==> src/design/hybrid_tick_task_scheduler_assert.svh <==
// ---------------------------------------------------------------------------
// hybrid tick task scheduler assertion macros
// clocked property checks shared by the scheduler rtl
// ---------------------------------------------------------------------------
`ifndef HYBRID_TICK_TASK_SCHEDULER_ASSERT_SVH
`define HYBRID_TICK_TASK_SCHEDULER_ASSERT_SVH

// check outside reset
`define HTTS_ASSERT(label, prop, msg) \
    label: assert property (@(posedge clk) disable iff (!rst_n) prop) \
        else $error(msg);

// check that also holds while reset is applied
`define HTTS_ASSERT_RST(label, prop, msg) \
    label: assert property (@(posedge clk) prop) \
        else $error(msg);

`endif

==> src/design/htts_pkg.sv <==
// ---------------------------------------------------------------------------
// htts_pkg
// shared types, codes and field layout of the tick task scheduler
// ---------------------------------------------------------------------------
`timescale 1ns / 1ps
`default_nettype none

package htts_pkg;

    localparam int TASK_SLOTS_DEF = 8;
    localparam int DELAY_BITS_DEF = 16;

    localparam int SLOT_W        = 3;
    localparam int KIND_W        = 2;
    localparam int PEND_W        = 8;
    localparam int FIELD_DELAY_W = 16;
    localparam int MAX_RESULTS   = 8;
    localparam int CNT_W         = $clog2(MAX_RESULTS + 1);

    // input beat layout
    localparam int IN_PRES_LSB   = SLOT_W;
    localparam int IN_DELAY_LSB  = IN_PRES_LSB + 1;
    localparam int IN_PERIOD_LSB = IN_DELAY_LSB + FIELD_DELAY_W;
    localparam int IN_COOP_LSB   = IN_PERIOD_LSB + FIELD_DELAY_W;
    localparam int IN_DATA_W     = ((IN_COOP_LSB + 1 + 7) / 8) * 8;

    // output beat layout
    localparam int OUT_USED_W = SLOT_W + PEND_W;
    localparam int OUT_DATA_W = ((OUT_USED_W + 7) / 8) * 8;

    localparam logic OP_TICK = 1'b0;
    localparam logic OP_LOAD = 1'b1;

    localparam logic [KIND_W-1:0] KIND_NONE  = 2'd0;
    localparam logic [KIND_W-1:0] KIND_RUN   = 2'd1;
    localparam logic [KIND_W-1:0] KIND_COUNT = 2'd2;
    localparam logic [KIND_W-1:0] KIND_LOAD  = 2'd3;

    typedef struct packed {
        logic shift;
        logic load;
    } cell_ctrl_t;

    typedef struct packed {
        logic              due;
        logic [KIND_W-1:0] kind;
    } head_stat_t;

endpackage

`default_nettype wire

==> src/design/htts_cell.sv <==
// ---------------------------------------------------------------------------
// htts_cell
// one task slot of the rotating slot chain
// ---------------------------------------------------------------------------
`timescale 1ns / 1ps
`default_nettype none

module htts_cell #(
    parameter int DELAY_BITS = htts_pkg::DELAY_BITS_DEF
) (
    input  wire logic                         clk,
    input  wire logic                         rst_n,
    input  wire htts_pkg::cell_ctrl_t         ctrl,
    input  wire logic                         nb_valid,
    input  wire logic [DELAY_BITS-1:0]        nb_delay,
    input  wire logic [DELAY_BITS-1:0]        nb_period,
    input  wire logic                         nb_coop,
    input  wire logic [htts_pkg::PEND_W-1:0]  nb_pend,
    input  wire logic                         ld_valid,
    input  wire logic [DELAY_BITS-1:0]        ld_delay,
    input  wire logic [DELAY_BITS-1:0]        ld_period,
    input  wire logic                         ld_coop,
    output logic                              valid,
    output logic [DELAY_BITS-1:0]             delay,
    output logic [DELAY_BITS-1:0]             period,
    output logic                              coop,
    output logic [htts_pkg::PEND_W-1:0]       pend
);

    import htts_pkg::*;

    logic                  valid_reg;
    logic [DELAY_BITS-1:0] delay_reg;
    logic [DELAY_BITS-1:0] period_reg;
    logic                  coop_reg;
    logic [PEND_W-1:0]     pend_reg;

    always_ff @(posedge clk or negedge rst_n)
    begin
        if (!rst_n)
        begin
            valid_reg  <= 1'b0;
            delay_reg  <= '0;
            period_reg <= '0;
            coop_reg   <= 1'b0;
            pend_reg   <= '0;
        end
        else
        begin
            priority if (ctrl.load)
            begin
                valid_reg  <= ld_valid;
                delay_reg  <= ld_delay;
                period_reg <= ld_period;
                coop_reg   <= ld_coop;
                pend_reg   <= '0;
            end
            else if (ctrl.shift)
            begin
                valid_reg  <= nb_valid;
                delay_reg  <= nb_delay;
                period_reg <= nb_period;
                coop_reg   <= nb_coop;
                pend_reg   <= nb_pend;
            end
        end
    end

    assign valid  = valid_reg;
    assign delay  = delay_reg;
    assign period = period_reg;
    assign coop   = coop_reg;
    assign pend   = pend_reg;

endmodule

`default_nettype wire

==> src/design/htts_head.sv <==
// ---------------------------------------------------------------------------
// htts_head
// tick update of the slot sitting at the head of the chain
// ---------------------------------------------------------------------------
`timescale 1ns / 1ps
`default_nettype none

module htts_head #(
    parameter int DELAY_BITS = htts_pkg::DELAY_BITS_DEF
) (
    input  wire logic                         cur_valid,
    input  wire logic [DELAY_BITS-1:0]        cur_delay,
    input  wire logic [DELAY_BITS-1:0]        cur_period,
    input  wire logic                         cur_coop,
    input  wire logic [htts_pkg::PEND_W-1:0]  cur_pend,
    output logic                              nxt_valid,
    output logic [DELAY_BITS-1:0]             nxt_delay,
    output logic [DELAY_BITS-1:0]             nxt_period,
    output logic                              nxt_coop,
    output logic [htts_pkg::PEND_W-1:0]       nxt_pend,
    output htts_pkg::head_stat_t              stat
);

    import htts_pkg::*;

    always_comb
    begin
        nxt_valid  = cur_valid;
        nxt_delay  = cur_delay;
        nxt_period = cur_period;
        nxt_coop   = cur_coop;
        nxt_pend   = cur_pend;
        stat.due   = 1'b0;
        stat.kind  = KIND_NONE;
        if (cur_valid)
        begin
            if (cur_delay != '0)
            begin
                nxt_delay = DELAY_BITS'(cur_delay - 1'b1);
            end
            else
            begin
                stat.due = 1'b1;
                if (cur_coop)
                begin
                    nxt_pend  = PEND_W'(cur_pend + 1'b1);
                    stat.kind = KIND_COUNT;
                end
                else
                begin
                    nxt_pend  = PEND_W'(cur_pend - 1'b1);
                    nxt_valid = (cur_period != '0);
                    stat.kind = KIND_RUN;
                end
                if (cur_period != '0)
                begin
                    nxt_delay = cur_period;
                end
            end
        end
    end

endmodule

`default_nettype wire

==> src/design/hybrid_tick_task_scheduler.sv <==
// a load beat's result beat is registered, valid in the cycle after it is accepted
// a tick walks the slot chain one slot per cycle while the output does not stall,
// then passes through a flush state that sends the final result beat of the tick
// the next input beat is taken once the walk and its final result are done
// reset: all slots empty, no result pending; the block is ready at once
// ---------------------------------------------------------------------------
// hybrid tick task scheduler
// slot table held in a rotating chain of cells, updated at the chain head
// ---------------------------------------------------------------------------
`timescale 1ns / 1ps
`default_nettype none

`include "hybrid_tick_task_scheduler_assert.svh"

module hybrid_tick_task_scheduler #(
    parameter int TASK_SLOTS = htts_pkg::TASK_SLOTS_DEF,
    parameter int DELAY_BITS = htts_pkg::DELAY_BITS_DEF
) (
    input  wire logic                             clk,
    input  wire logic                             rst_n,
    input  wire logic                             s_axis_tvalid,
    output logic                                  s_axis_tready,
    // slot, task_present, first_delay, repeat_period, cooperative, zero pad
    input  wire logic [htts_pkg::IN_DATA_W-1:0]   s_axis_tdata,
    // operation
    input  wire logic                             s_axis_tuser,
    output logic                                  m_axis_tvalid,
    input  wire logic                             m_axis_tready,
    // due_slot, pending_runs, zero pad
    output logic [htts_pkg::OUT_DATA_W-1:0]       m_axis_tdata,
    // kind
    output logic [htts_pkg::KIND_W-1:0]           m_axis_tuser,
    output logic                                  m_axis_tlast
);

    import htts_pkg::*;

    localparam int IDX_W = (TASK_SLOTS > 1) ? $clog2(TASK_SLOTS) : 1;
    localparam logic [IDX_W-1:0] IDX_LAST = IDX_W'(TASK_SLOTS - 1);

    localparam logic [1:0] ST_IDLE  = 2'd0;
    localparam logic [1:0] ST_WALK  = 2'd1;
    localparam logic [1:0] ST_FLUSH = 2'd2;

    logic [SLOT_W-1:0]        in_slot;
    logic                     in_present;
    logic [FIELD_DELAY_W-1:0] in_delay;
    logic [FIELD_DELAY_W-1:0] in_period;
    logic                     in_coop;
    logic [DELAY_BITS-1:0]    ld_delay;
    logic [DELAY_BITS-1:0]    ld_period;

    logic                  c_valid  [TASK_SLOTS];
    logic [DELAY_BITS-1:0] c_delay  [TASK_SLOTS];
    logic [DELAY_BITS-1:0] c_period [TASK_SLOTS];
    logic                  c_coop   [TASK_SLOTS];
    logic [PEND_W-1:0]     c_pend   [TASK_SLOTS];
    logic                  nb_valid [TASK_SLOTS];
    logic [DELAY_BITS-1:0] nb_delay [TASK_SLOTS];
    logic [DELAY_BITS-1:0] nb_period[TASK_SLOTS];
    logic                  nb_coop  [TASK_SLOTS];
    logic [PEND_W-1:0]     nb_pend  [TASK_SLOTS];
    cell_ctrl_t            cell_ctrl[TASK_SLOTS];

    logic                  h_valid;
    logic [DELAY_BITS-1:0] h_delay;
    logic [DELAY_BITS-1:0] h_period;
    logic                  h_coop;
    logic [PEND_W-1:0]     h_pend;
    head_stat_t            hs;

    logic [1:0]        state_reg, state_next;
    logic [IDX_W-1:0]  idx_reg, idx_next;
    logic [CNT_W-1:0]  cnt_reg, cnt_next;
    logic              held_valid_reg, held_valid_next;
    logic [SLOT_W-1:0] held_slot_reg, held_slot_next;
    logic [KIND_W-1:0] held_kind_reg, held_kind_next;
    logic [PEND_W-1:0] held_pend_reg, held_pend_next;
    logic              out_valid_reg, out_valid_next;
    logic [SLOT_W-1:0] out_slot_reg, out_slot_next;
    logic [KIND_W-1:0] out_kind_reg, out_kind_next;
    logic [PEND_W-1:0] out_pend_reg, out_pend_next;
    logic              out_last_reg, out_last_next;

    logic can_push;
    logic in_fire;
    logic load_fire;
    logic tick_fire;
    logic take_new;
    logic need_push;
    logic step;

    assign in_slot    = s_axis_tdata[SLOT_W-1:0];
    assign in_present = s_axis_tdata[IN_PRES_LSB];
    assign in_delay   = s_axis_tdata[IN_DELAY_LSB +: FIELD_DELAY_W];
    assign in_period  = s_axis_tdata[IN_PERIOD_LSB +: FIELD_DELAY_W];
    assign in_coop    = s_axis_tdata[IN_COOP_LSB];
    assign ld_delay   = DELAY_BITS'(in_delay);
    assign ld_period  = DELAY_BITS'(in_period);

    assign can_push      = !out_valid_reg || m_axis_tready;
    assign s_axis_tready = (state_reg == ST_IDLE) && can_push;
    assign in_fire       = s_axis_tvalid && s_axis_tready;
    assign load_fire     = in_fire && (s_axis_tuser == OP_LOAD);
    assign tick_fire     = in_fire && (s_axis_tuser == OP_TICK);

    assign take_new  = (state_reg == ST_WALK) && hs.due && (cnt_reg < CNT_W'(MAX_RESULTS));
    assign need_push = take_new && held_valid_reg;
    assign step      = (state_reg == ST_WALK) && (!need_push || can_push);

    // chain: each cell takes its upper neighbor, the tail takes the updated head
    for (genvar i = 0; i < TASK_SLOTS; i++)
    begin : g_cell
        if (i == TASK_SLOTS - 1)
        begin : g_tail
            assign nb_valid[i]  = h_valid;
            assign nb_delay[i]  = h_delay;
            assign nb_period[i] = h_period;
            assign nb_coop[i]   = h_coop;
            assign nb_pend[i]   = h_pend;
        end
        else
        begin : g_mid
            assign nb_valid[i]  = c_valid[i+1];
            assign nb_delay[i]  = c_delay[i+1];
            assign nb_period[i] = c_period[i+1];
            assign nb_coop[i]   = c_coop[i+1];
            assign nb_pend[i]   = c_pend[i+1];
        end

        assign cell_ctrl[i].shift = step;
        assign cell_ctrl[i].load  = load_fire && (int'(in_slot) == i);

        htts_cell #(
            .DELAY_BITS(DELAY_BITS)
        ) u_cell (
            .clk      (clk),
            .rst_n    (rst_n),
            .ctrl     (cell_ctrl[i]),
            .nb_valid (nb_valid[i]),
            .nb_delay (nb_delay[i]),
            .nb_period(nb_period[i]),
            .nb_coop  (nb_coop[i]),
            .nb_pend  (nb_pend[i]),
            .ld_valid (in_present),
            .ld_delay (ld_delay),
            .ld_period(ld_period),
            .ld_coop  (in_coop),
            .valid    (c_valid[i]),
            .delay    (c_delay[i]),
            .period   (c_period[i]),
            .coop     (c_coop[i]),
            .pend     (c_pend[i])
        );
    end

    htts_head #(
        .DELAY_BITS(DELAY_BITS)
    ) u_head (
        .cur_valid (c_valid[0]),
        .cur_delay (c_delay[0]),
        .cur_period(c_period[0]),
        .cur_coop  (c_coop[0]),
        .cur_pend  (c_pend[0]),
        .nxt_valid (h_valid),
        .nxt_delay (h_delay),
        .nxt_period(h_period),
        .nxt_coop  (h_coop),
        .nxt_pend  (h_pend),
        .stat      (hs)
    );

    always_comb
    begin
        state_next      = state_reg;
        idx_next        = idx_reg;
        cnt_next        = cnt_reg;
        held_valid_next = held_valid_reg;
        held_slot_next  = held_slot_reg;
        held_kind_next  = held_kind_reg;
        held_pend_next  = held_pend_reg;
        out_valid_next  = out_valid_reg && !m_axis_tready;
        out_slot_next   = out_slot_reg;
        out_kind_next   = out_kind_reg;
        out_pend_next   = out_pend_reg;
        out_last_next   = out_last_reg;
        unique case (state_reg)
            ST_IDLE:
            begin
                if (load_fire)
                begin
                    out_valid_next = 1'b1;
                    out_slot_next  = in_slot;
                    out_kind_next  = KIND_LOAD;
                    out_pend_next  = '0;
                    out_last_next  = 1'b1;
                end
                else if (tick_fire)
                begin
                    state_next      = ST_WALK;
                    idx_next        = '0;
                    cnt_next        = '0;
                    held_valid_next = 1'b0;
                end
            end
            ST_WALK:
            begin
                if (step)
                begin
                    idx_next = IDX_W'(idx_reg + 1'b1);
                    if (take_new)
                    begin
                        // previous due slot goes out, this one is held back
                        if (held_valid_reg)
                        begin
                            out_valid_next = 1'b1;
                            out_slot_next  = held_slot_reg;
                            out_kind_next  = held_kind_reg;
                            out_pend_next  = held_pend_reg;
                            out_last_next  = 1'b0;
                        end
                        held_valid_next = 1'b1;
                        held_slot_next  = SLOT_W'(idx_reg);
                        held_kind_next  = hs.kind;
                        held_pend_next  = h_pend;
                        cnt_next        = CNT_W'(cnt_reg + 1'b1);
                    end
                    if (idx_reg == IDX_LAST)
                    begin
                        state_next = ST_FLUSH;
                    end
                end
            end
            ST_FLUSH:
            begin
                if (can_push)
                begin
                    out_valid_next = 1'b1;
                    out_last_next  = 1'b1;
                    if (held_valid_reg)
                    begin
                        out_slot_next = held_slot_reg;
                        out_kind_next = held_kind_reg;
                        out_pend_next = held_pend_reg;
                    end
                    else
                    begin
                        out_slot_next = '0;
                        out_kind_next = KIND_NONE;
                        out_pend_next = '0;
                    end
                    held_valid_next = 1'b0;
                    state_next      = ST_IDLE;
                end
            end
            default:
            begin
                state_next = ST_IDLE;
            end
        endcase
    end

    always_ff @(posedge clk or negedge rst_n)
    begin
        if (!rst_n)
        begin
            state_reg      <= ST_IDLE;
            idx_reg        <= '0;
            cnt_reg        <= '0;
            held_valid_reg <= 1'b0;
            out_valid_reg  <= 1'b0;
        end
        else
        begin
            state_reg      <= state_next;
            idx_reg        <= idx_next;
            cnt_reg        <= cnt_next;
            held_valid_reg <= held_valid_next;
            out_valid_reg  <= out_valid_next;
        end
    end

    always_ff @(posedge clk)
    begin
        held_slot_reg <= held_slot_next;
        held_kind_reg <= held_kind_next;
        held_pend_reg <= held_pend_next;
        out_slot_reg  <= out_slot_next;
        out_kind_reg  <= out_kind_next;
        out_pend_reg  <= out_pend_next;
        out_last_reg  <= out_last_next;
    end

    assign m_axis_tvalid = out_valid_reg;
    assign m_axis_tdata  = {(OUT_DATA_W - OUT_USED_W)'(0), out_pend_reg, out_slot_reg};
    assign m_axis_tuser  = out_kind_reg;
    assign m_axis_tlast  = out_last_reg;

    `HTTS_ASSERT(a_cnt_bound, cnt_reg <= CNT_W'(MAX_RESULTS), "result count beyond limit")
    `HTTS_ASSERT(a_idle_empty, (state_reg == ST_IDLE) |-> !held_valid_reg, "held beat left in idle")
    `HTTS_ASSERT(a_held_counted, held_valid_reg |-> (cnt_reg != '0), "held beat not counted")
    `HTTS_ASSERT(a_walk_end, (step && (idx_reg == IDX_LAST)) |=> (state_reg == ST_FLUSH), "walk end missed")
    `HTTS_ASSERT(a_none_last, (m_axis_tvalid && (m_axis_tuser == KIND_NONE)) |-> m_axis_tlast, "idle tick beat not last")
    `HTTS_ASSERT_RST(a_rst_quiet, !rst_n |=> !m_axis_tvalid, "output beat during reset")

endmodule

`default_nettype wire
==> config.mk <==
export PLATFORM = sky130hd
export DESIGN_NAME = hybrid_tick_task_scheduler
export DESIGN_NICKNAME = d
export VERILOG_FILES = /design/src/design/htts_pkg.sv /design/src/design/htts_cell.sv /design/src/design/htts_head.sv /design/src/design/hybrid_tick_task_scheduler.sv
export VERILOG_INCLUDE_DIRS = /design/src /design/src/design
export SDC_FILE = /design/constraint.sdc
export NUM_CORES = 1
export LEC_CHECK = 0
export BUFFER_PORTS_ARGS = -buffer_cell sky130_fd_sc_hd__buf_2
export CAP_MARGIN = 15
export CORE_MARGIN = 3
export CORE_UTILIZATION = 55
export DETAILED_ROUTE_END_ITERATION = 16
export GPL_TIMING_DRIVEN = 0
export PLACE_DENSITY = 0.82
export REMOVE_ABC_BUFFERS = 1
export SLEW_MARGIN = 15
export SYNTH_ARGS = -nofsm -noshare
export SYNTH_HDL_FRONTEND = slang
export SYNTH_SLANG_ARGS = --single-unit
==> constraint.sdc <==
create_clock -name clk -period 6.69 [get_ports clk]
set_input_delay 0.669 -clock clk [delete_from_list [all_inputs] [get_ports clk]]
set_output_delay 0.669 -clock clk [all_outputs]
set_load 0.005 [all_outputs]
## Word-level counts from Yosys, hierarchy flattened

Cells that the tools add are included.

- Bits in registers: 374
- Word-level logic and storage cells: 267
- Output and inout port bits: 21
- Bits of input ports: 45

- Magnitude comparators: 1
- Multiplexer cells: 146
- Bitwise operators: 2
- Reduce and logical (&&, ||, !) cells: 43
- Add/subtract/negate cells: 5
- Eq/ne operators: 18

Operators with widths:

| cell | number |
|---|---|
| two-way mux 16 bit | 35 |
| two-way mux 8 bit | 25 |
| two-way mux 1 bit | 50 |
| two-way mux 3 bit | 11 |
| nonzero test 16 bit | 2 |
| two-way mux 2 bit | 12 |
| case mux 8 bit (3 select lines) | 1 |
| nonzero test 2 bit | 9 |
| logical AND 1 bit | 17 |
| two-way mux 4 bit | 4 |
| subtractor 16 x 1 -> 16 bit, second input constant | 1 |
| == test 3 bit, second input constant | 5 |
| inequality test 2 bit, second input constant | 7 |
| case mux 2 bit (3 select lines) | 2 |
| AND reduction 6 bit | 2 |
| AND reduction 5 bit | 2 |
| case mux 1 bit (3 select lines) | 3 |
| case mux 3 bit (3 select lines) | 1 |
| adder 8 x 1 -> 8 bit, second input constant | 1 |
| case mux 4 bit (2 select lines) | 1 |
| subtractor 8 x 1 -> 8 bit, second input constant | 1 |
| == test 3 x 2 -> 1 bit, second input constant | 2 |
| case mux 3 bit (2 select lines) | 1 |
| adder 4 x 1 -> 4 bit, second input constant | 1 |
| 15 further kinds | 19 |

## Depth between registers and ports, before layout

Gate-level depths: netlist (run 1).

- Depth in word-level cells: 11
- Depth in mapped cells: 13
- Gate-level depth less buffers: 8

## Hierarchy

A second synthesis (run 1) with hierarchy kept.

- Cell total of the unflattened synthesis: 1704
- Area, all modules: 18432.7 um^2

By module, submodules not included:

| module | sequential area each (um^2) | area an instance (um^2) | instances | cells an instance |
|---|---|---|---|---|
| htts_cell | 1051.0 | 1931.9 | 8 | 173 |
| hybrid_tick_task_scheduler | 1086.0 | 1800.5 | 1 | 140 |
| htts_head | 0.0 | 1177.4 | 1 | 180 |

## Least setup slack after synthesis (run 1)

Ideal clock, no wire load.

- Kind: reg2reg
- Start: register g_cell[0].u_cell.delay_reg[0]
- End: register out_last_reg (netlist: m_axis_tlast) (enable)
- Path slack: 1646 ps
- Arrival: 4581 ps
- Cell stages (with the launch flop): 10
- Clock period less this slack: 5044 ps
- Buffers on the path: 2
- Data required time: 6227 ps
- Library setup time: 463 ps
- Cells stage by stage: dfrtp_1 -> inv_1 -> ha_1 -> or4b_1 -> clkbuf_1 -> or3_1 -> buf_2 -> nor3_1 -> nand2_1 -> a2111oi_0

- Cells in the longest elaborated chain, start to end: 11
- Elaborated cells between the ends (all ways): 12
- Classes of those cells: eq/ne: 2; mux: 2; reduce/logical: 8

Ends and longest elaborated chain:

| item | line | RTL |
|---|---|---|
| start, declared | htts_cell.sv:33 | `logic [DELAY_BITS-1:0] delay_reg;` |
| start signal, assigned | htts_cell.sv:53 | `delay_reg <= ld_delay;` |
| start signal, assigned | htts_cell.sv:61 | `delay_reg <= nb_delay;` |
| nonzero test 16 bit (*) | htts_head.sv:37 | `if (cur_delay != '0)` |
| two-way mux 3 bit (*) | htts_head.sv:37 |  |
| two-way mux 3 bit (*) | htts_head.sv:35 | `if (cur_valid)` |
| logical AND 1 bit (*) (2 in series) | hybrid_tick_task_scheduler.sv:107 | `assign take_new = (state_reg == ST_WALK) && hs.due && (cnt_reg < CNT_W'(MAX_RESULTS));` |
| logical AND 1 bit | hybrid_tick_task_scheduler.sv:108 | `assign need_push = take_new && held_valid_reg;` |
| logical NOT 1 bit | hybrid_tick_task_scheduler.sv:109 | `assign step = (state_reg == ST_WALK) && (!need_push \|\| can_push);` |
| logical OR 1 bit | hybrid_tick_task_scheduler.sv:109 |  |
| logical AND 1 bit | hybrid_tick_task_scheduler.sv:109 |  |
| inequality test 2 bit (no line) | -- |  |
| AND reduction 6 bit (no line) (*) | -- |  |
| end signal, assigned | hybrid_tick_task_scheduler.sv:291 | `out_last_reg <= out_last_next;` |
| end, declared | hybrid_tick_task_scheduler.sv:83 | `logic out_last_reg, out_last_next;` |

Every way passes the cells marked *; elsewhere a longest branch is shown, timed or not.
A chain may end at the register's enable or synchronous reset.

## Worst setup path after layout (run 1)

- Start: register g_cell[0].u_cell.delay_reg[0]
- End: register g_cell[4].u_cell.period_reg[3]

- Cells in the longest elaborated chain, start to end: 10

Ends and longest elaborated chain:

| item | line | RTL |
|---|---|---|
| nonzero test 16 bit | htts_head.sv:37 |  |
| two-way mux 3 bit | htts_head.sv:37 |  |
| two-way mux 3 bit | htts_head.sv:35 |  |
| logical AND 1 bit (2 in series) | hybrid_tick_task_scheduler.sv:107 |  |
| logical AND 1 bit | hybrid_tick_task_scheduler.sv:108 |  |
| logical NOT 1 bit | hybrid_tick_task_scheduler.sv:109 |  |
| logical OR 1 bit | hybrid_tick_task_scheduler.sv:109 |  |
| logical AND 1 bit | hybrid_tick_task_scheduler.sv:109 |  |
| nonzero test 2 bit (no line) | -- |  |
| end signal, assigned | htts_cell.sv:54 | `period_reg <= ld_period;` |
| end signal, assigned | htts_cell.sv:62 | `period_reg <= nb_period;` |
| end, declared | htts_cell.sv:34 | `logic [DELAY_BITS-1:0] period_reg;` |

Every way passes these cells.

==> results of run 1 <==
==> cells by family (layout without fill, tap and decap cells) <==
group	count (synthesis)	count (layout)	synth area share [%]
other	1	5	0.02084
adders and majority gates	17	17	1.224
muxes	240	240	13.38
buffers and inverters	182	190	5.639
and+or+nand+nor	584	584	13.24
AOI/OAI and AO/OA	442	442	13.31
DFF	374	374	52.76
xor gates and xnor gates	9	9	0.4380
==> worst reg2reg max path: cells and delay by family, from the launching register on <==
family	cells	cell delay, ns
multiplexers	1	0.20
AO/OA/AOI/OAI	2	0.65
adder cells (fa/ha/maj)	1	0.15
AND/OR/NAND/NOR	2	1.27
flip-flops	1	0.42
buffers and inverters	8	1.44
==> path summary, 6_finish.rpt <==
kind / endpoint / start / slack [ns]
worst max-delay path: g_cell[4].u_cell.period[3] / g_cell[0].u_cell.delay[0] / 2.41
worst min-delay path: m_axis_tvalid / rst_n / 0.12
worst max register to register: g_cell[4].u_cell.period[3] / g_cell[0].u_cell.delay[0] / 2.41
worst min register to register: held_slot_reg[2] / idx_reg[2] / 0.50
max in group asynchronous: g_cell[6].u_cell.period[12] / rst_n / 5.21
min in group clk: g_cell[5].u_cell.coop / s_axis_tdata[36] / 0.45
==> metrics by stage <==
stage	instance area, sq um	util [%]	hold slack, ns	setup slack [ns]
3_3_place_gp	17880	56.09	0.4649	-6.911
4_1_cts	20100	63.05	0.1656	2.471
2_1_floorplan	17050	-	0.3734	-4.086
3_5_place_dp	18920	59.33	0.4806	2.507
5_1_grt	20100	63.06	0.1762	2.269
6_report	20100	63.06	0.1178	2.413
==> metal layers <==
| layer | vias to the layer above | track usage, % | wire length [um] |
|---|---|---|---|
| li1 | 6316 | - | - |
| met1 | 6601 | 32.53 | 17350 |
| met2 | 535 | 39.31 | 20120 |
| met3 | 118 | 4.329 | 3153 |
| met4 | 4 | 8.520 | 1335 |
| met5 | - | 0 | 24 |
==> power by group <==
part / internal, W / switching (W)
Sequential: 0.00322 / 0.000611
Clock: 0.00118 / 0.000861
Combinational: 0.00153 / 0.00184
==> synthesized netlist by cell type (all sizes together) (3+ instances only) <==
cell,number,share of area [%]
or4,7,0.29
mux2i,236,13
edfxtp,27,4.5
nand3,14,0.39
nand4,4,0.14
a221oi,5,0.24
xor2,6,0.29
a21oi,99,2.8
a31oi,21,0.73
or3,3,0.10
clkbuf,83,1.7
mux2,4,0.25
a21o,3,0.13
dfrtp,347,48
nand2b,3,0.10
nand2,437,9.1
or2,5,0.17
o21a,4,0.17
buf,84,3.6
o311ai,4,0.19
a211oi,3,0.13
and3,11,0.38
o21ai,279,7.8
nor4,6,0.21
xnor2,3,0.15
ha,16,1.1
nor3,20,0.56
nor2,63,1.3
o31ai,4,0.24
nor2b,3,0.10
inv,13,0.27
==> layout make-up <==
class	count	area [sq um]
multi-input cells	1297	7589
well taps	435	544.3
clock inverters	12	88.84
repair buffers	111	1237
flip-flops and latches	374	9494
inverters	15	56.30
fillers	2455	11780
clock buffers	52	1095
==> results.md, run 1 <==
Global routing:
- The via count of the first global-routing pass is between 10000 and 15000.
- For this run the aggregate overflow at the end of global routing stands at 0.
- Entering global routing, the biggest net connects between 100 and 150 pins.
- Global routing used 24.02% of the available tracks.
- The global-route wire length before repair is ~70000 um.
- The initial antenna violation count is 2.

Die:
- The core footprint is 0.03188 sq mm.
- The number of core rows is 65.
- The effective utilization at floorplan is between 50% and 60%.
- The number of placed I/O pins is 66.
- The floorplan step set the die height to around 190 um.
- The floorplan step defined a die boundary enclosing 0.03493 sq mm.
- From left edge to right edge, the die measures ~190 um.

Place:
- Once placement completed, the tool counted placed cells totaling 2232.
- Detailed placement finished with a half-perimeter wire length of ~27000 um.
- The routability congestion estimate from global placement is between 0.8 and 0.9.
- The quantity of I/O buffers inserted on ports is 57.

Logic synthesis:
- After synthesis, the share of flip-flops with an asynchronous set or reset is between 90% and 100%.
- In this run, synthesis inferred 27 flip-flops with an integrated enable.
- The distinct cell type count after synthesis is 61.
- The primary flip-flop cell chosen by synthesis mapping is dfrtp_1.
- The mapped netlist covers ~0.018 sq mm.
- Dividing the synthesized area by the synthesized cell count gives a little under 10 sq um.
- The number of flip-flops and latches in the synthesized netlist is ~370.
- The share of synthesized area occupied by flip-flops and latches is between 50 and 60%.
- Counting every instance in the synthesized netlist gives between 1500 and 2000.
- The Yosys step of the flow raised 0 warnings.

Cells and area:
- The library cell used most frequently in the layout, excluding fill and tap cells, is nand2_1.
- The final antenna diode count is 0.
- The area growth from synthesis to layout is 11.72%.
- Of the cells placed in the final design, the portion with a size suffix greater than 1 is 10.26%.
- The top cell types in the final layout, fill and taps aside, are nand2_1 (437), dfrtp_1 (347), o21ai_0 (272), mux2i_1 (236), a21oi_1 (99).
- The final cell count without fillers is roughly 2300.
- The number of nets in the final layout is 1900.

Worst setup path:
- The data arrival at the endpoint of the critical path is between 4 and 5 ns.
- The worst reg-to-reg path cell count is 14.
- Counting buffers and inverters, the worst setup path is 14 cells deep.
- The delay of the slowest cell on the worst path is approximately 0.67 ns.
- Of all nets on the critical path, the largest fanout is 14.
- The cell repeated most along the worst path is buf_8.
- For the worst setup path, the data required time is between 7 and 8 ns.
- The type of element capturing the critical path is a flop.
- Broken down by cell family, the worst path's largest delay share belongs to buffers and inverters.
- The startpoint type of the worst setup path is a flop.
- The count of buffering cells on the critical path with inverters included is 8.
- The cell with the largest stage delay on the worst path is or3_1.
- The worst setup path is of the reg -> reg kind.
- The signal on the critical path passes through inv_1, ha_1, or4b_1, or3_1, o31ai_4, buf_8, buf_8, buf_8, buf_16, buf_8, buf_16, buf_8, mux2i_1, o21ai_0.

STA:
- Setup total negative slack on the finished layout was measured at 0 ns.
- For the pin with the worst max-slew slack, the measured transition is 1.176 ns.
- The worst clock skew is between 0.02 and 0.03 ns.
- In this run the tightest slew margin relative to its limit is a little over a fifth.
- Counting I/O delays and the setup requirement, the final critical path takes 4.277 ns.
- Setup violations remaining at the end of the flow were counted as 0.
- Of the available clock period, the critical path in the final layout requires between 60% and 70%.
- The final count of pins violating max slew came to 0.
- The count of final hold-check violations is 0.
- Based on the critical path, the design can be clocked at up to ~0.23 GHz.
- Setup repair after global routing left no endpoint under its margin.

Clock network:
- The register clock-pin slew on the reported worst setup and hold paths is 0.06 ns.
- In this run the number of H-tree levels came out at 2.
- The number of buffers on the longest clock path is 3.
- The CTS tree is built.
- Clock tree synthesis inserted a total of 39 buffers.
- The post-cts sizing count is 0.
- The later pin in the worst-skew pair is clocked with a latency of between 0.5 and 0.6 ns.
- Once the clock tree was built, the setup fixing pass inserted 0 buffers.
- The sink count of the clock tree is around 370.
- The number of hold buffers added after CTS was 0.
- The library cell used as clock root buffer is clkbuf_16.

Pwr:
- The worst-case vdd ir drop is 0.2957 mV.
- The analysis attributes to cell leakage a power of between 9 and 10 nW.
- The sum of internal, switching and leakage power is slightly above 0.009 W.
- The power density over the cells is 459.9 mW/mm^2.

Drt:
- After detailed routing, the average wire length per cell comes to between 15 and 20 um.
- The number of optimization iterations in the first detailed-route pass is 6.
- The DRC marker count from the first detailed-route iteration is 1068.
- The DRC violations left is 0.
- After detailed routing, the total wire length is around 42000 um.
- In the routed layout, each cell is associated on average with a via count of slightly below 6.
- The routed layout has roughly 14000 vias.
- Once detail routing completed, the nets flagged for antenna violations numbered 0.

Outcome:
- The run finished with clean final reports.

Min path:
- The min-delay analysis places its worst path in the category in -> async.

Job:
- Max-cap violations in this run came to 0.
(Power assumes the default switching activity.)
==> run 2: changes to the inputs <==
ABC_AREA = 1   (was default)
PLACE_DENSITY = 0.85   (was 0.82)
clock period = 3.6 ns   (was 6.69 ns; I/O delays follow)
==> run 2 against run 1 <==
Compared with the run above:
- first-iteration DRC count grew 51%
- wire length grew 23%
- clock power grew 90%
- critical endpoint is now g_cell[1].u_cell.period[5]
==> results.md, run 2 <==
Outcome:
- The flow ran to the end, and the final reports show no timing, DRC or antenna violations.

Pwr:
- The worst-case vdd ir drop is roughly 0.55 mV.
- In this run the static leakage power is about 11 nW.
- The sum of internal, switching and leakage power is 0.01759 W.
- In this run the power density over the cells is approximately 850 mW/mm^2.

Cells and area:
- The number of inserted filler cells in the final layout is 2897.
- The library cell used most frequently in the layout, excluding fill and tap cells, is nand2_1.
- Summing all flip-flop and latch instances after layout gives 0.009495 sq mm.
- After the last flow step, the layout net total stands at between 2000 and 3000.
- Leaving out fill and tap cells, the most frequent cells in the layout are nand2_1 (959), nand3_1 (471), dfrtp_1 (346), o21ai_0 (205), inv_1 (104).
- Relative to the synthesized area, the layout overhead comes to 9.932%.
- The post-layout instance area is roughly 0.021 sq mm.
- The fraction of final layout cells sized beyond drive strength 1 is under 10%.
- Summing all multi-input logic gate instances after layout gives 0.008259 sq mm.

Logic synthesis:
- The primary flip-flop cell chosen by synthesis mapping is dfrtp_1.
- The post-synthesis instance area is about 0.019 sq mm.
- The fraction of synthesized cell area taken by the top area cell type is 45.89%.
- The synthesized area per cell is roughly 7.7 sq um.
- The number of flip-flops and latches in the synthesized netlist is between 300 and 400.
- Counting instances in the post-synthesis netlist gives the leading cell types as nand2_1 (965), nand3_1 (471), dfrtp_1 (347).
- The biggest area contributor in the post-synthesis netlist is dfrtp_1.
- After synthesis, the netlist uses 35 different library cells.
- Of all flip-flops after synthesis, the portion carrying an async set or reset was a little over 90%.
- The Yosys step of the flow raised 0 warnings.
- The number of flops mapped to enable cells by yosys is 27.
- Sequential cells were found to cover 50.18% of the synthesized design area.
- By area the synthesized netlist is led by dfrtp_1 (46%), nand2_1 (19%), nand3_1 (12%).
- The most numerous cell in the Yosys netlist is nand2_1.
- Synthesis produced 2467 cells.

Global routing:
- The first global-routing pass estimated roughly 85000 um of wire.
- Summed over all layers, the global routing overflow is 0.
- The pin count of the biggest net entering global routing is ~110.
- The via count of the first global-routing pass is between 15000 and 20000.
- The all-layer global routing usage is between 20% and 30%.
- The initial antenna violation count was 2.

STA:
- On the final layout, the worst hold slack is between 0.07 and 0.08 ns.
- The final count of pins violating max slew is 0.
- Setup repair after global routing left no endpoint under its margin.
- The worst clock skew is ~0.019 ns.
- After layout, the minimum clock period comes to between 3 and 4 ns.
- At the pin with the least slew margin, the transition time is 1.105 ns.
- The highest clock rate is 0.2970 GHz.
- The number of failing setup endpoints in the final timing report is 0.
- The count of final hold-check violations was 0.
- The relative slew slack is 26.36%.
- Of the available clock period, the critical path in the final layout requires slightly above 90%.

Worst setup path:
- The critical path is of the reg -> reg type.
- The setup slack of the worst register-to-register path is approximately 0.23 ns.
- In this run the critical register-to-register path is captured at g_cell[1].u_cell.period[5].
- The launch instance of the worst register-to-register path is state_reg[0].
- The last element of the critical path is g_cell[1].u_cell.period[5].
- Along the worst path, the maximum fanout reaches 62.
- STA classifies the critical path startpoint as a flop.
- The cell with the largest stage delay on the worst path is nand2_4.
- The delay of the slowest cell on the worst path is 0.63 ns.
- STA classifies the critical path endpoint as a flop.
- The worst path required time is a little over 4 ns.
- The worst reg-to-reg path cell count is 10.
- Walking the worst path, the cells encountered are inv_1, ha_1, nand4_1, inv_2, nand2_4, clkinv_4, nor2_4, buf_16, nand2_1, nand3_1.
- The data arrival at the endpoint of the critical path is ~3.8 ns.
- The beginning of the critical path is state_reg[0].

Place:
- The count of buffers added on input and output ports is 57.
- Once placement finished, the instance area stood at 0.01940 sq mm.
- The HPWL reported at the end of detailed placement is around 31000 um.
- The routability congestion estimate from global placement is between 0.9 and 1.

Drt:
- The final layout contains routed wiring with a total length of roughly 52000 um.
- The via count of the routed design is about 17000.
- In the routed layout, each cell is associated on average with a via count of approximately 5.8.
- The residual antenna-violating net count after detailed routing is 0.
- The detail-routed net length per standard cell is roughly 18 um.
- In this run, the number of DRC markers left after iteration 0 of detailed routing was around 1600.
- For this run, design rule violations remaining after detail routing come to 0.
- The number of optimization iterations in the first detailed-route pass is 5.

Die:
- 66 I/O pins were placed.
- The region available for standard cell placement spans roughly 0.034 sq mm.
- The floorplan step defined a die boundary enclosing ~0.037 sq mm.
- The floorplan step set the die height to approximately 190 um.
- The floorplan has between 60 and 70 rows.
- The overall die width is roughly 190 um.
- The effective utilization at floorplan is between 50% and 60%.

Clock network:
- The CTS tree is built.
- Clock latency on the worst-skew pair, taken at its later pin, is ~0.55 ns.
- The H-tree level count is 2.
- Clock-pin slew was measured on the worst setup and hold paths at approximately 0.060 ns.
- The number of clock buffers inserted by TritonCTS is 39.
- The sink count of the clock tree is between 300 and 400.
- The root buffer cell chosen for the clock tree is clkbuf_16.
- Counting along the longest clock path gives a buffer depth of 3.

Job:
- Max-cap violations in this run came to 0.

Min path:
- In this run the worst hold path is classified as in -> reg.
## run 2: changes by cell type after synthesis, sizes merged, moves of 10 or more
cell    delta
nand2    +538
nand3    +457
mux2i    -236
inv       +96
a21oi     -77
o21ai     -54
a31oi     -20
buf       -18
nor3      -16
nor2      +15
and3      -11
clkbuf    +10
## run 2: kinds of logic after synthesis
| logic type | count (synthesis) | synth area share (%) |
|---|---|---|
| AO/OA/AOI/OAI | 253 | 6.745 |
| AND/OR/NAND/NOR | 1542 | 34.40 |
| flip-flops | 374 | 50.18 |
| other | 1 | 0.01982 |
| buffers and inverters | 272 | 7.128 |
| adder cells (fa/ha/maj) | 17 | 1.164 |
| XOR/XNOR | 8 | 0.3703 |
## run 2: cell type report
type	count	share of cell area [%]
Multi-Input combinational cell	1828	39.71
Clock buffer	60	5.504
Inverter	113	2.099
Timing Repair Buffer	88	4.042
Antenna cell	2	0.02406
Clock inverter	9	0.2827
Sequential cell	374	45.65
Tap cell	448	2.695
## run 2: per-layer routing
metal  global-route usage [%]  vias to the layer above  wire, um
li1                         -                     7982         -
met1                    38.78                     8162     21260
met2                    46.66                      759     24720
met3                    4.621                      114      4176
met4                    10.64                        0      1469
met5                        0                        -         0
## run 2: worst max-delay path: cells and delay by family, from the launching register on
kind,cells,cell delay (ns)
simple gates,5,1.54
buf+inv,4,0.99
flops,1,0.42
fa+ha+maj,1,0.28
## run 2: how the worst min path moves through the flow
stage,cells past startpoint,start,slack (ns),end
final,3,s_axis_tdata[16],0.07,g_cell[1].u_cell.delay[12]
after global routing,3,s_axis_tdata[3],0.08,g_cell[1].u_cell.valid
after CTS,3,s_axis_tdata[16],0.06,g_cell[1].u_cell.delay[12]
after detailed placement,1,rst_n,0.36,m_axis_tvalid
after global placement,2,g_cell[1].u_cell.pend[6],0.46,g_cell[0].u_cell.pend[6]
after floorplan,0,rst_n,0.06,cnt_reg[0]
## run 2: timing repair
item,CTS,global route
cloned,3,1
setup buffers,0,4
pin swaps,2,2
gates resized for setup,8,7
hold endpoints to repair,69,0
hold buffers,1,0
endpoints found under the setup margin,349,246
## run 2: per-stage QoR
stage                     setup TNS (ns)  cells  worst slack (ns)  util, %
final                                  0   2922            0.2333    61.72
after global routing                   0   2921           0.04101    61.72
after CTS                              0   2915           0.03350    61.38
after detailed placement         -202.00   2842           -0.9134    57.56
after global placement          -2624.22   2817            -4.369    55.96
after floorplan                  -232.36   2312            -1.080        -
## run 2: power breakdown
group	total (W)	switching, W	internal, W
clock	0.00388	0.00168	0.00219
sequential	0.00673	0.000943	0.00578
combinational	0.00699	0.00475	0.00224
total	0.0176	0.00737	0.0102
